<file path="src/hdl/tctok_pkg.sv">
package tctok_pkg;

  localparam int POS_W       = 16;
  localparam int MAX_KW_LEN  = 8;
  localparam int MAX_TOK     = 3;
  localparam int CNT_W       = $clog2(MAX_TOK + 1);
  localparam int TIDX_W      = $clog2(MAX_TOK);
  localparam int QDEPTH      = 2;
  localparam int QPTR_W      = $clog2(QDEPTH);
  localparam int QCNT_W      = $clog2(QDEPTH + 1);
  localparam int NUM_KW      = 33;

  localparam logic [5:0] ST_START = 6'd0;

  localparam logic [3:0] KIND_IDENT   = 4'd0;
  localparam logic [3:0] KIND_KEYWORD = 4'd1;
  localparam logic [3:0] KIND_NUMBER  = 4'd2;
  localparam logic [3:0] KIND_PUNCT   = 4'd3;
  localparam logic [3:0] KIND_STRING  = 4'd4;
  localparam logic [3:0] KIND_OPER    = 4'd5;
  localparam logic [3:0] KIND_ESCAPE  = 4'd6;
  localparam logic [3:0] KIND_CHAR    = 4'd7;
  localparam logic [3:0] KIND_PREPROC = 4'd8;
  localparam logic [3:0] KIND_COMMENT = 4'd9;
  localparam logic [3:0] KIND_INVALID = 4'd10;

  localparam logic [12:0] KW_SUMS [NUM_KW] = '{
    13'd411, 13'd433, 13'd987, 13'd1005, 13'd1015, 13'd1672, 13'd1676, 13'd1694,
    13'd1707, 13'd1712, 13'd1779, 13'd1793, 13'd1805, 13'd2587, 13'd2621,
    13'd2704, 13'd2739, 13'd2824, 13'd2831, 13'd3724, 13'd3787, 13'd3794,
    13'd3844, 13'd3868, 13'd3984, 13'd4019, 13'd4052, 13'd5083, 13'd5341,
    13'd6707, 13'd6788, 13'd6985, 13'd7001};

  typedef struct packed {
    logic       ok;
    logic [5:0] ns;
  } trans_t;

  localparam trans_t NO_TRANS = '{ok: 1'b0, ns: 6'd0};

  typedef struct packed {
    logic [3:0]  len;
    logic [12:0] sum;
  } word_t;

  typedef struct packed {
    logic [15:0] start;
    logic [15:0] stop;
    logic [3:0]  kind;
    logic        ovf;
  } token_t;

  typedef struct packed {
    token_t [MAX_TOK-1:0] tok;
    logic [CNT_W-1:0]     count;
  } bundle_t;

  function automatic logic [6:0] column_of(input logic [7:0] b);
    logic [6:0] c;
    if (b[7]) c = 7'd96;
    else if (b == 8'd10) c = 7'd95;
    else if (b < 8'd32) c = 7'd0;
    else c = 7'(b - 8'd32);
    return c;
  endfunction

  function automatic trans_t go(input int unsigned s);
    trans_t t;
    t.ok = 1'b1;
    t.ns = 6'(s);
    return t;
  endfunction

  // Transition ROM, one row per state, column from column_of().
  function automatic trans_t rom(input logic [5:0] s, input logic [6:0] c);
    logic dig, oct, up, low, hexl;
    trans_t t;
    dig  = (c >= 7'd16) && (c <= 7'd25);
    oct  = (c >= 7'd16) && (c <= 7'd23);
    up   = (c >= 7'd33) && (c <= 7'd58);
    low  = (c >= 7'd65) && (c <= 7'd90);
    hexl = (c >= 7'd65) && (c <= 7'd70);
    t = NO_TRANS;
    unique case (s)
      6'd0: begin
        unique case (c) inside
          7'd1, 7'd5, 7'd10, 7'd15, 7'd29, 7'd62: t = go(12);
          7'd2: t = go(10);
          7'd3: t = go(33);
          7'd4, 7'd63: t = go(1);
          7'd6: t = go(15);
          7'd7: t = go(23);
          7'd8, 7'd9, 7'd12, 7'd26, 7'd27, 7'd31, 7'd59, 7'd61, 7'd91, 7'd93: t = go(9);
          7'd11: t = go(13);
          7'd13: t = go(14);
          7'd14: t = go(4);
          [7'd16:7'd25]: t = go(3);
          7'd28: t = go(17);
          7'd30: t = go(18);
          [7'd33:7'd58]: t = go(1);
          7'd60: t = go(35);
          [7'd65:7'd90]: t = go(2);
          7'd92: t = go(16);
          7'd94: t = go(19);
          default: t = NO_TRANS;
        endcase
      end
      6'd1: begin
        if (c == 7'd4 || dig || up || c == 7'd63 || low) t = go(1);
        else if (c == 7'd91 || c == 7'd93) t = go(8);
      end
      6'd2: begin
        if (c == 7'd4 || dig || up || c == 7'd63) t = go(1);
        else if (low) t = go(2);
      end
      6'd3: begin
        if (c == 7'd14) t = go(5);
        else if (dig) t = go(3);
        else if (c == 7'd37 || c == 7'd69) t = go(6);
      end
      6'd4: if (dig) t = go(5);
      6'd5: begin
        if (dig) t = go(5);
        else if (c == 7'd56 || c == 7'd69) t = go(6);
      end
      6'd6: begin
        if (c == 7'd11 || c == 7'd13) t = go(7);
        else if (dig) t = go(8);
      end
      6'd7, 6'd8: if (dig) t = go(8);
      6'd10: begin
        if (c == 7'd2) t = go(11);
        else if (c < 7'd95) t = go(10);
      end
      6'd12: if (c == 7'd29) t = go(22);
      6'd13: if (c == 7'd11 || c == 7'd29) t = go(22);
      6'd14: if (c == 7'd13 || c == 7'd29 || c == 7'd30) t = go(22);
      6'd15: if (c == 7'd6 || c == 7'd29) t = go(22);
      6'd16: if (c == 7'd92) t = go(22);
      6'd17: begin
        if (c == 7'd28) t = go(20);
        else if (c == 7'd29) t = go(22);
      end
      6'd18: begin
        if (c == 7'd30) t = go(21);
        else if (c == 7'd29) t = go(22);
      end
      6'd20, 6'd21: if (c == 7'd29) t = go(22);
      6'd23: begin
        if (c >= 7'd95) t = NO_TRANS;
        else if (c == 7'd18) t = go(32);
        else if (c == 7'd60) t = go(24);
        else t = go(31);
      end
      6'd24: begin
        if (oct) t = go(27);
        else if (c == 7'd88) t = go(26);
        else if (c == 7'd2 || c == 7'd7 || c == 7'd31 || c == 7'd60 || c == 7'd65 ||
                 c == 7'd66 || c == 7'd70 || c == 7'd78 || c == 7'd82 ||
                 c == 7'd84 || c == 7'd86) t = go(25);
      end
      6'd25: if (c == 7'd7) t = go(30);
      6'd26: if (dig || hexl) t = go(28);
      6'd27: if (oct) t = go(29);
      6'd28: if (dig || hexl) t = go(25);
      6'd29: if (oct) t = go(25);
      6'd31: if (c == 7'd7) t = go(32);
      6'd33: begin
        if (c == 7'd95) t = go(34);
        else if (c != 7'd96) t = go(33);
      end
      6'd35: begin
        if (c == 7'd10) t = go(37);
        else if (c == 7'd60) t = go(36);
      end
      6'd36: begin
        if (c == 7'd95) t = go(37);
        else if (c != 7'd96) t = go(36);
      end
      default: t = NO_TRANS;
    endcase
    return t;
  endfunction

  // Adds one byte to the keyword hash; the length saturates one past the limit.
  function automatic word_t word_add(input word_t w, input logic [7:0] b);
    word_t r;
    if (w.len < 4'(MAX_KW_LEN)) begin
      r.sum = 13'(w.sum + 13'(b) * 13'({w.len, 1'b1}));
      r.len = 4'(w.len + 4'd1);
    end else begin
      r.sum = w.sum;
      r.len = 4'(MAX_KW_LEN + 1);
    end
    return r;
  endfunction

  function automatic logic [3:0] kind_of(input logic [5:0] s, input word_t w);
    logic [3:0] k;
    logic hit;
    hit = 1'b0;
    for (int i = 0; i < NUM_KW; i++) begin
      if (KW_SUMS[i] == w.sum) hit = 1'b1;
    end
    unique case (s) inside
      6'd1: k = KIND_IDENT;
      6'd2: k = (hit && w.len <= 4'(MAX_KW_LEN)) ? KIND_KEYWORD : KIND_IDENT;
      6'd3, 6'd4, 6'd5, 6'd8: k = KIND_NUMBER;
      6'd9: k = KIND_PUNCT;
      6'd11: k = KIND_STRING;
      [6'd12:6'd22]: k = KIND_OPER;
      6'd30: k = KIND_ESCAPE;
      6'd32: k = KIND_CHAR;
      6'd34: k = KIND_PREPROC;
      6'd37: k = KIND_COMMENT;
      default: k = KIND_INVALID;
    endcase
    return k;
  endfunction

endpackage

</file>
<file path="src/hdl/tctok_front.sv">
module tctok_front (
  input  logic                clk,
  input  logic                rst,
  input  logic                in_valid,
  output logic                in_stall,
  input  logic [7:0]          source_byte,
  input  logic                end_of_text,
  input  logic                queue_full,
  output logic                push,
  output tctok_pkg::bundle_t  push_data
);
  import tctok_pkg::*;

  logic [5:0]       state, state_next;
  logic [POS_W-1:0] begin_pos, begin_pos_next;
  logic [POS_W-1:0] pos, pos_next;
  logic [7:0]       prev, prev_next;
  trans_t           prev_go, prev_go_next;
  word_t            word, word_next;
  logic             ovf, ovf_next;

  logic             accept;
  logic [6:0]       col;
  trans_t           t_cur, t_prev, t_zero;
  logic [POS_W-1:0] pos_inc, pos_dec;
  logic [3:0]       k_first, k_flush;
  word_t            prev_word;
  bundle_t          bundle;
  logic [CNT_W-1:0] n;

  assign accept   = in_valid && !queue_full;
  assign in_stall = queue_full;

  always_comb begin
    col       = column_of(source_byte);
    t_cur     = rom(state, col);
    t_prev    = rom(prev_go.ns, col);
    t_zero    = rom(ST_START, col);
    pos_inc   = POS_W'(pos + 1'b1);
    pos_dec   = POS_W'(pos - 1'b1);
    ovf_next  = ovf || (pos_inc == '0);
    prev_word = word_add('0, prev);
    k_first   = kind_of(state, word);
    k_flush   = KIND_INVALID;
    state_next     = state;
    begin_pos_next = begin_pos;
    word_next      = word;
    bundle         = '0;
    n              = '0;

    if (t_cur.ok) begin
      if (state == ST_START) begin
        begin_pos_next = pos;
        word_next      = word_add('0, source_byte);
      end else begin
        word_next = word_add(word, source_byte);
      end
      state_next = t_cur.ns;
    end else if (state != ST_START) begin
      bundle.tok[0].start = 16'(begin_pos);
      bundle.tok[0].stop  = (k_first == KIND_PREPROC || k_first == KIND_COMMENT) ?
                            16'(pos_dec) : 16'(pos);
      bundle.tok[0].kind  = k_first;
      bundle.tok[0].ovf   = ovf_next;
      n = CNT_W'(1);
      // Comment and preprocessor lines give back their last byte first.
      if ((k_first == KIND_PREPROC || k_first == KIND_COMMENT) && prev_go.ok &&
          t_prev.ok) begin
        state_next     = t_prev.ns;
        begin_pos_next = pos_dec;
        word_next      = word_add(prev_word, source_byte);
      end else begin
        if ((k_first == KIND_PREPROC || k_first == KIND_COMMENT) && prev_go.ok) begin
          bundle.tok[1].start = 16'(pos_dec);
          bundle.tok[1].stop  = 16'(pos);
          bundle.tok[1].kind  = kind_of(prev_go.ns, prev_word);
          bundle.tok[1].ovf   = ovf_next;
          n = CNT_W'(2);
        end
        if (t_zero.ok) begin
          state_next     = t_zero.ns;
          begin_pos_next = pos;
          word_next      = word_add('0, source_byte);
        end else begin
          state_next = ST_START;
        end
      end
    end

    if (end_of_text && state_next != ST_START) begin
      k_flush = kind_of(state_next, word_next);
      bundle.tok[TIDX_W'(n)].start = 16'(begin_pos_next);
      bundle.tok[TIDX_W'(n)].stop  = (k_flush == KIND_PREPROC || k_flush == KIND_COMMENT) ?
                                     16'(pos) : 16'(pos_inc);
      bundle.tok[TIDX_W'(n)].kind  = k_flush;
      bundle.tok[TIDX_W'(n)].ovf   = ovf_next;
      n = CNT_W'(n + 1'b1);
    end
    bundle.count = n;

    pos_next     = pos_inc;
    prev_next    = source_byte;
    prev_go_next = t_zero;
  end

  assign push      = accept && (n != '0);
  assign push_data = bundle;

  always_ff @(posedge clk) begin
    if (rst) begin
      state     <= ST_START;
      begin_pos <= '0;
      pos       <= '0;
      prev      <= '0;
      prev_go   <= NO_TRANS;
      word      <= '0;
      ovf       <= 1'b0;
    end else if (accept) begin
      if (end_of_text) begin
        state     <= ST_START;
        begin_pos <= '0;
        pos       <= '0;
        prev      <= '0;
        prev_go   <= NO_TRANS;
        word      <= '0;
        ovf       <= 1'b0;
      end else begin
        state     <= state_next;
        begin_pos <= begin_pos_next;
        pos       <= pos_next;
        prev      <= prev_next;
        prev_go   <= prev_go_next;
        word      <= word_next;
        ovf       <= ovf_next;
      end
    end
  end

  a_eot_clears: assert property (@(posedge clk) disable iff (rst)
    (accept && end_of_text) |=> (state == ST_START && pos == '0 && !ovf))
    else $error("state not cleared after end of text");
  a_flush_empty: assert property (@(posedge clk) disable iff (rst)
    (accept && end_of_text) |-> (state_next == ST_START || push))
    else $error("pending lexeme not flushed at end of text");

endmodule

</file>
<file path="src/hdl/tctok_queue.sv">
module tctok_queue (
  input  logic                clk,
  input  logic                rst,
  input  logic                push,
  input  tctok_pkg::bundle_t  push_data,
  output logic                full,
  input  logic                pop,
  output tctok_pkg::bundle_t  head,
  output logic                empty
);
  import tctok_pkg::*;

  bundle_t           slots [QDEPTH];
  logic [QPTR_W-1:0] wr_ptr, rd_ptr;
  logic [QCNT_W-1:0] count;

  assign full  = (count == QCNT_W'(QDEPTH));
  assign empty = (count == '0);
  assign head  = slots[rd_ptr];

  always_ff @(posedge clk) begin
    if (push) slots[wr_ptr] <= push_data;
  end

  always_ff @(posedge clk) begin
    if (rst) begin
      wr_ptr <= '0;
      rd_ptr <= '0;
      count  <= '0;
    end else begin
      if (push) wr_ptr <= (wr_ptr == QPTR_W'(QDEPTH - 1)) ? '0 : QPTR_W'(wr_ptr + 1'b1);
      if (pop)  rd_ptr <= (rd_ptr == QPTR_W'(QDEPTH - 1)) ? '0 : QPTR_W'(rd_ptr + 1'b1);
      if (push && !pop) count <= QCNT_W'(count + 1'b1);
      else if (pop && !push) count <= QCNT_W'(count - 1'b1);
    end
  end

  a_no_underflow: assert property (@(posedge clk) disable iff (rst) pop |-> !empty)
    else $error("queue popped while empty");
  a_no_overflow: assert property (@(posedge clk) disable iff (rst) push |-> (!full || pop))
    else $error("queue pushed while full");

endmodule

</file>
<file path="src/hdl/tctok_back.sv">
module tctok_back (
  input  logic                clk,
  input  logic                rst,
  input  tctok_pkg::bundle_t  head,
  input  logic                empty,
  output logic                pop,
  output logic                out_valid,
  input  logic                out_stall,
  output logic [15:0]         token_start,
  output logic [15:0]         token_end,
  output logic [3:0]          token_kind,
  output logic                position_overflow,
  output logic                last_of_run
);
  import tctok_pkg::*;

  logic [TIDX_W-1:0] idx;
  token_t            cur;
  logic              done;

  assign cur       = head.tok[idx];
  assign out_valid = !empty;
  assign last_of_run = (CNT_W'(idx) == CNT_W'(head.count - 1'b1));
  assign done      = out_valid && !out_stall;
  assign pop       = done && last_of_run;

  assign token_start       = cur.start;
  assign token_end         = cur.stop;
  assign token_kind        = cur.kind;
  assign position_overflow = cur.ovf;

  always_ff @(posedge clk) begin
    if (rst) begin
      idx <= '0;
    end else if (done) begin
      idx <= last_of_run ? '0 : TIDX_W'(idx + 1'b1);
    end
  end

  a_idx_in_range: assert property (@(posedge clk) disable iff (rst)
    out_valid |-> (CNT_W'(idx) < head.count))
    else $error("token index past bundle count");

endmodule

</file>
<file path="src/hdl/table_driven_c_tokenizer_unit.sv">
// C tokenizer driven by a 38-state transition table.
// The input channel (in_valid / in_stall) carries one source byte per
// transaction, with end_of_text marking the last byte of a text. The output
// channel (out_valid / out_stall) carries one token per transaction: start
// and end positions, kind, the sticky position overflow flag, and
// last_of_run on the final token caused by one byte.
// The front end scans one byte per cycle while the queue is not full, packing
// the up to three tokens that byte produces into a bundle; a two-entry queue
// holds bundles, and the back end hands tokens out one per cycle while out_stall
// is low. Each bundle is registered in the queue before its tokens reach the output.
// Throughput is one byte per cycle while bytes yield at most one token each
// and out_stall is low; a byte that yields several tokens holds the output until
// each is taken, and the input stalls only when the queue holds two bundles.
// When the receiver stalls, the presented token holds steady and the queue
// fills, after which in_stall is raised. Reset (rst, synchronous) empties
// the queue and returns the scanner to its start state at position zero.
// After a byte with end_of_text, all scan state, overflow flag included,
// returns to the same reset values for the next text.
module table_driven_c_tokenizer_unit (
  input  logic        clk,
  input  logic        rst,
  input  logic        in_valid,
  output logic        in_stall,
  input  logic [7:0]  source_byte,
  input  logic        end_of_text,
  output logic        out_valid,
  input  logic        out_stall,
  output logic [15:0] token_start,
  output logic [15:0] token_end,
  output logic [3:0]  token_kind,
  output logic        position_overflow,
  output logic        last_of_run
);
  import tctok_pkg::*;

  logic    push, pop, full, empty;
  bundle_t push_data, head;

  // Scanner: runs the table and emits bundles of finished tokens.
  tctok_front u_front (
    .clk         (clk),
    .rst         (rst),
    .in_valid    (in_valid),
    .in_stall    (in_stall),
    .source_byte (source_byte),
    .end_of_text (end_of_text),
    .queue_full  (full),
    .push        (push),
    .push_data   (push_data)
  );

  // Decoupling queue between scanner and token output.
  tctok_queue u_queue (
    .clk       (clk),
    .rst       (rst),
    .push      (push),
    .push_data (push_data),
    .full      (full),
    .pop       (pop),
    .head      (head),
    .empty     (empty)
  );

  // Output stage: one token transaction per cycle from the head bundle while out_stall is low.
  tctok_back u_back (
    .clk               (clk),
    .rst               (rst),
    .head              (head),
    .empty             (empty),
    .pop               (pop),
    .out_valid         (out_valid),
    .out_stall         (out_stall),
    .token_start       (token_start),
    .token_end         (token_end),
    .token_kind        (token_kind),
    .position_overflow (position_overflow),
    .last_of_run       (last_of_run)
  );

endmodule
</file>
<file path="config.mk">
export PLATFORM = sky130hd
export DESIGN_NAME = table_driven_c_tokenizer_unit
export DESIGN_NICKNAME = d
export VERILOG_FILES = /design/src/hdl/tctok_pkg.sv /design/src/hdl/tctok_front.sv /design/src/hdl/tctok_queue.sv /design/src/hdl/tctok_back.sv /design/src/hdl/table_driven_c_tokenizer_unit.sv
export SDC_FILE = /design/constraint.sdc
export NUM_CORES = 1
export LEC_CHECK = 0
export BUFFER_PORTS_ARGS = -buffer_cell sky130_fd_sc_hd__buf_2
export CAP_MARGIN = 25
export CORE_UTILIZATION = 23
export CTS_BUF_LIST = sky130_fd_sc_hd__clkbuf_4
export DETAILED_ROUTE_END_ITERATION = 10
export PLACE_DENSITY_LB_ADDON = 0.08
export SYNTH_ARGS = -nofsm -noshare
export SYNTH_HDL_FRONTEND = slang
export SYNTH_SLANG_ARGS = --single-unit
</file>
<file path="constraint.sdc">
create_clock -name clk -period 9.83 [get_ports clk]
set_clock_uncertainty 0.05 [all_clocks]
set_input_delay 0.983 -clock clk [delete_from_list [all_inputs] [get_ports clk]]
set_output_delay 0.983 -clock clk [all_outputs]
set_load 0.01 [all_outputs]
</file>
==> flow_summary.yaml <==
synth:
  synthTopCellsByCount: "nor2_1 (283), edfxtp_1 (226), nand2_1 (198)"
  synth_top_family_by_area: "simple AND/OR/NAND/NOR gates"
  synth_fa_ha_area_share_pct: 5.72
  muxShareOfSynthArea_pct: 6.25
  synth-async-reset-ratio_pct: 0
  synth-seq-cells: 304
  yosysMostFrequentCell: "nor2_1"
  synth_compound_area_share_pct: 18.7
  synth_xor_area_share_pct: 2.93
  synth_ff_type: "edfxtp_1"
  yosysSeqAreaShare_pct: 38.3
  synth_edf_count: 226
  yosys.area.top_type_share_pct: 31.1
  synth_simple_gate_area_share_pct: 22.4
  synth.net_count: 2538
  ys_warn_count: 0
  synth.area.top_cells: "edfxtp_1 (31%), dfxtp_1 (7.2%), nor2_1 (4.9%)"
  syn_avg_cell_area_sq_um: 8.92
  yosys.area.top_type: "edfxtp_1"
  synth_area_sq_mm: 0.0218
  synthDistinctLibCells: 113
  syn_inst: 2444
floorplanning:
  die_h_microns: 310
  core_area_sq_mm: 0.0936
  dieWidth_microns: 310
  rows: 112
  top_level_ports: 53
  start_util_pct: 23.3
  dieArea_sq_mm: 0.0960
timing:
  post-route-period-util_pct: 84.2
  hold_viol: 0
  max_slew.worst_pin.slew_ns: 1.06
  setup_viol: 0
  whs_ns: 0.341
  drv_slew: 0
  setup_tns_ns: 0
  slew_headroom_pct: 29.5
  max_freq_ghz: 0.121
  rsz0062_at_grt: "false"
  min_period_ns: 8.28
  setup_slack_ns: 1.55
job:
  cap_violations: 0
route:
  wl_microns: 91300
  firstDrtPassIters: 6
  drtAntennaViolNets: 0
  vias: 19700
  wire_per_inst_microns: 24.2
  drc: 0
  vias_per_cell: 5.22
  drt_iter0_markers: 1605
clock_network:
  cts_made_buffers: 88
  cts_hold_buf: 0
  h-tree-depth: 3
  cts-root-buf: "clkbuf_4"
  cts_buffer_depth: 3
  clock-sinks: 304
  cts_tree: "done"
  ctsResizeCount: 0
  clkLatencyLatePin_ns: 0.90
  post-cts-setup-buffer-count: 0
  cts.clk_slew.worst_paths_ns: 0.07
placed_design:
  numPortBuffers: 52
  place_ws_ns: 0.853
  routabilityCongestion: 0.888
  post-dp-hpwl_microns: 65100
grt:
  grt.total_usage_pct: 18.9
  grt_max_degree: 89
  antenna_found_initial: 5
  grt_pass1_wl_microns: 134000
  grt_pass1_vias: 19800
  gr-total-overflow: 0
critical_path:
  setup.worst_path.class: "in -> reg"
  worstSetupEndpointType: "register"
  startpoint_type: "input port"
  worst_ep_arrival_time_ns: 9.00
  path_max_fanout: 17
  worstPathRequired_ns: 10.55
power:
  total_power_mw: 4.07
  seqPwrFrac_pct: 39.0
  combPwrFrac_pct: 31.3
  p_sw_mw: 1.50
  pwr-share-clk_pct: 29.8
  powerDensity_mw_per_mm2: 166
  cellLeakagePower_nw: 8.13
  ir_drop_v: 0.0000669
  intPower_mw: 2.57
  switching_share_pct: 36.9
layout:
  area_growth_pct: 12.5
  num-nets-final: 2543
  seq_area_sq_mm: 0.00835
  drive_gt1_share_pct: 14.0
  multi_input_area_sq_mm: 0.0122
  nFillCells: 10300
status:
  outcome: "completed"
hold_path:
  hold_class: "in -> reg"
==> metrics by stage <==
step	std cells	instance area (sq um)	util [%]
after floorplan	2444	21800	-
after global placement	3612	23300	24.9
after detailed placement	3613	23300	24.9
after CTS	3776	24500	26.2
after global routing	3779	24500	26.2
final	3780	24500	26.2
==> kinds of logic after synthesis <==
family / Yosys count
xor gates and xnor gates: 73
buffers and inverters: 314
AOI/OAI and AO/OA: 613
and+or+nand+nor: 970
DFF: 304
adders and majority gates: 81
muxes: 89
==> power by group through the flow <==
stage / combinational (mW) / sequential, mW / clock (mW)
finish: 1.27 / 1.59 / 1.21
global route: 1.39 / 1.60 / 1.34
CTS: 1.30 / 1.59 / 1.27
detailed placement: 1.29 / 1.62 / 0
global placement: 1.30 / 1.61 / 0
floorplan: 0.833 / 1.61 / 0
==> cells in the final DEF, fill, tap and decap left out, drive strengths merged, types with 32 or more instances in the layout <==
cell / n
nor2: 284
edfxtp: 226
nand2: 199
o21ai: 160
clkbuf: 131
a21oi: 130
nand3: 121
inv: 119
buf: 110
nor3: 88
dfxtp: 78
xnor2: 55
o22ai: 52
ha: 50
mux2i: 49
nor4: 43
a22oi: 38
mux4: 37
nor2b: 33
clkinv: 32
==> layer usage <==
layer  wire (microns)  up-vias  track usage [%]
met5               32        -                0
met4             2480        4             6.59
met3             4350      142             3.03
met2            46000      619             33.5
met1            38500     9824             22.9
li1                 -     9154                -
==> flip-flops by register name (all words and copies together) (netlist names), named ones only <==
signal             flops
u_queue.rd_ptr         1
u_queue.count          2
u_front.begin_pos     16
u_back.idx             2
u_front.prev_go        7
u_front.pos           16
u_queue.wr_ptr         1
u_front.prev           8
u_front.ovf            1
u_front.word          17
u_front.state          6
u_queue.slots        226
==> worst max-delay path: stages <==
cell,delay (ns)
buf_2,0.34
inv_1,0.24
ha_1,0.41
or2_1,0.42
o21ai_1,0.49
or3_1,0.37
nor3b_4,0.61
a21oi_1,0.13
or4_1,0.66
nor3_2,0.42
nor3_1,0.10
o31ai_2,0.83
nor2_1,0.37
a21boi_1,0.79
a21oi_1,0.13
o21ai_0,0.71
inv_1,0.12
ha_1,0.36
or3_1,0.36
a21oi_1,0.14
==> final timing paths <==
path	start	end	slack [ns]	depth (start not counted)
worst max-delay path	source_byte[7]	u_queue.count[1]$_SDFFE_PP0P_	1.55	20
worst min-delay path	rst	u_front.pos[11]$_SDFFE_PP0P_	0.34	2
worst max register to register	u_front.word[4]$_SDFFE_PP0P_	u_queue.slots[1][3]$_DFFE_PP_	2.27	22
worst min register to register	u_front.prev_go[6]$_SDFFE_PP0P_	u_front.prev_go[6]$_SDFFE_PP0P_	0.43	2
==> cell type report <==
class	instances	share of cell area (%)
clock buffers	131	4.01
inverters	119	1.82
clock inverters	32	0.659
diodes	4	0.0409
multi-input cells	1826	50.0
flip-flops and latches	304	34.1
repair buffers	110	2.98
well taps	1254	6.40
Power figures use the tool's default switching activity.
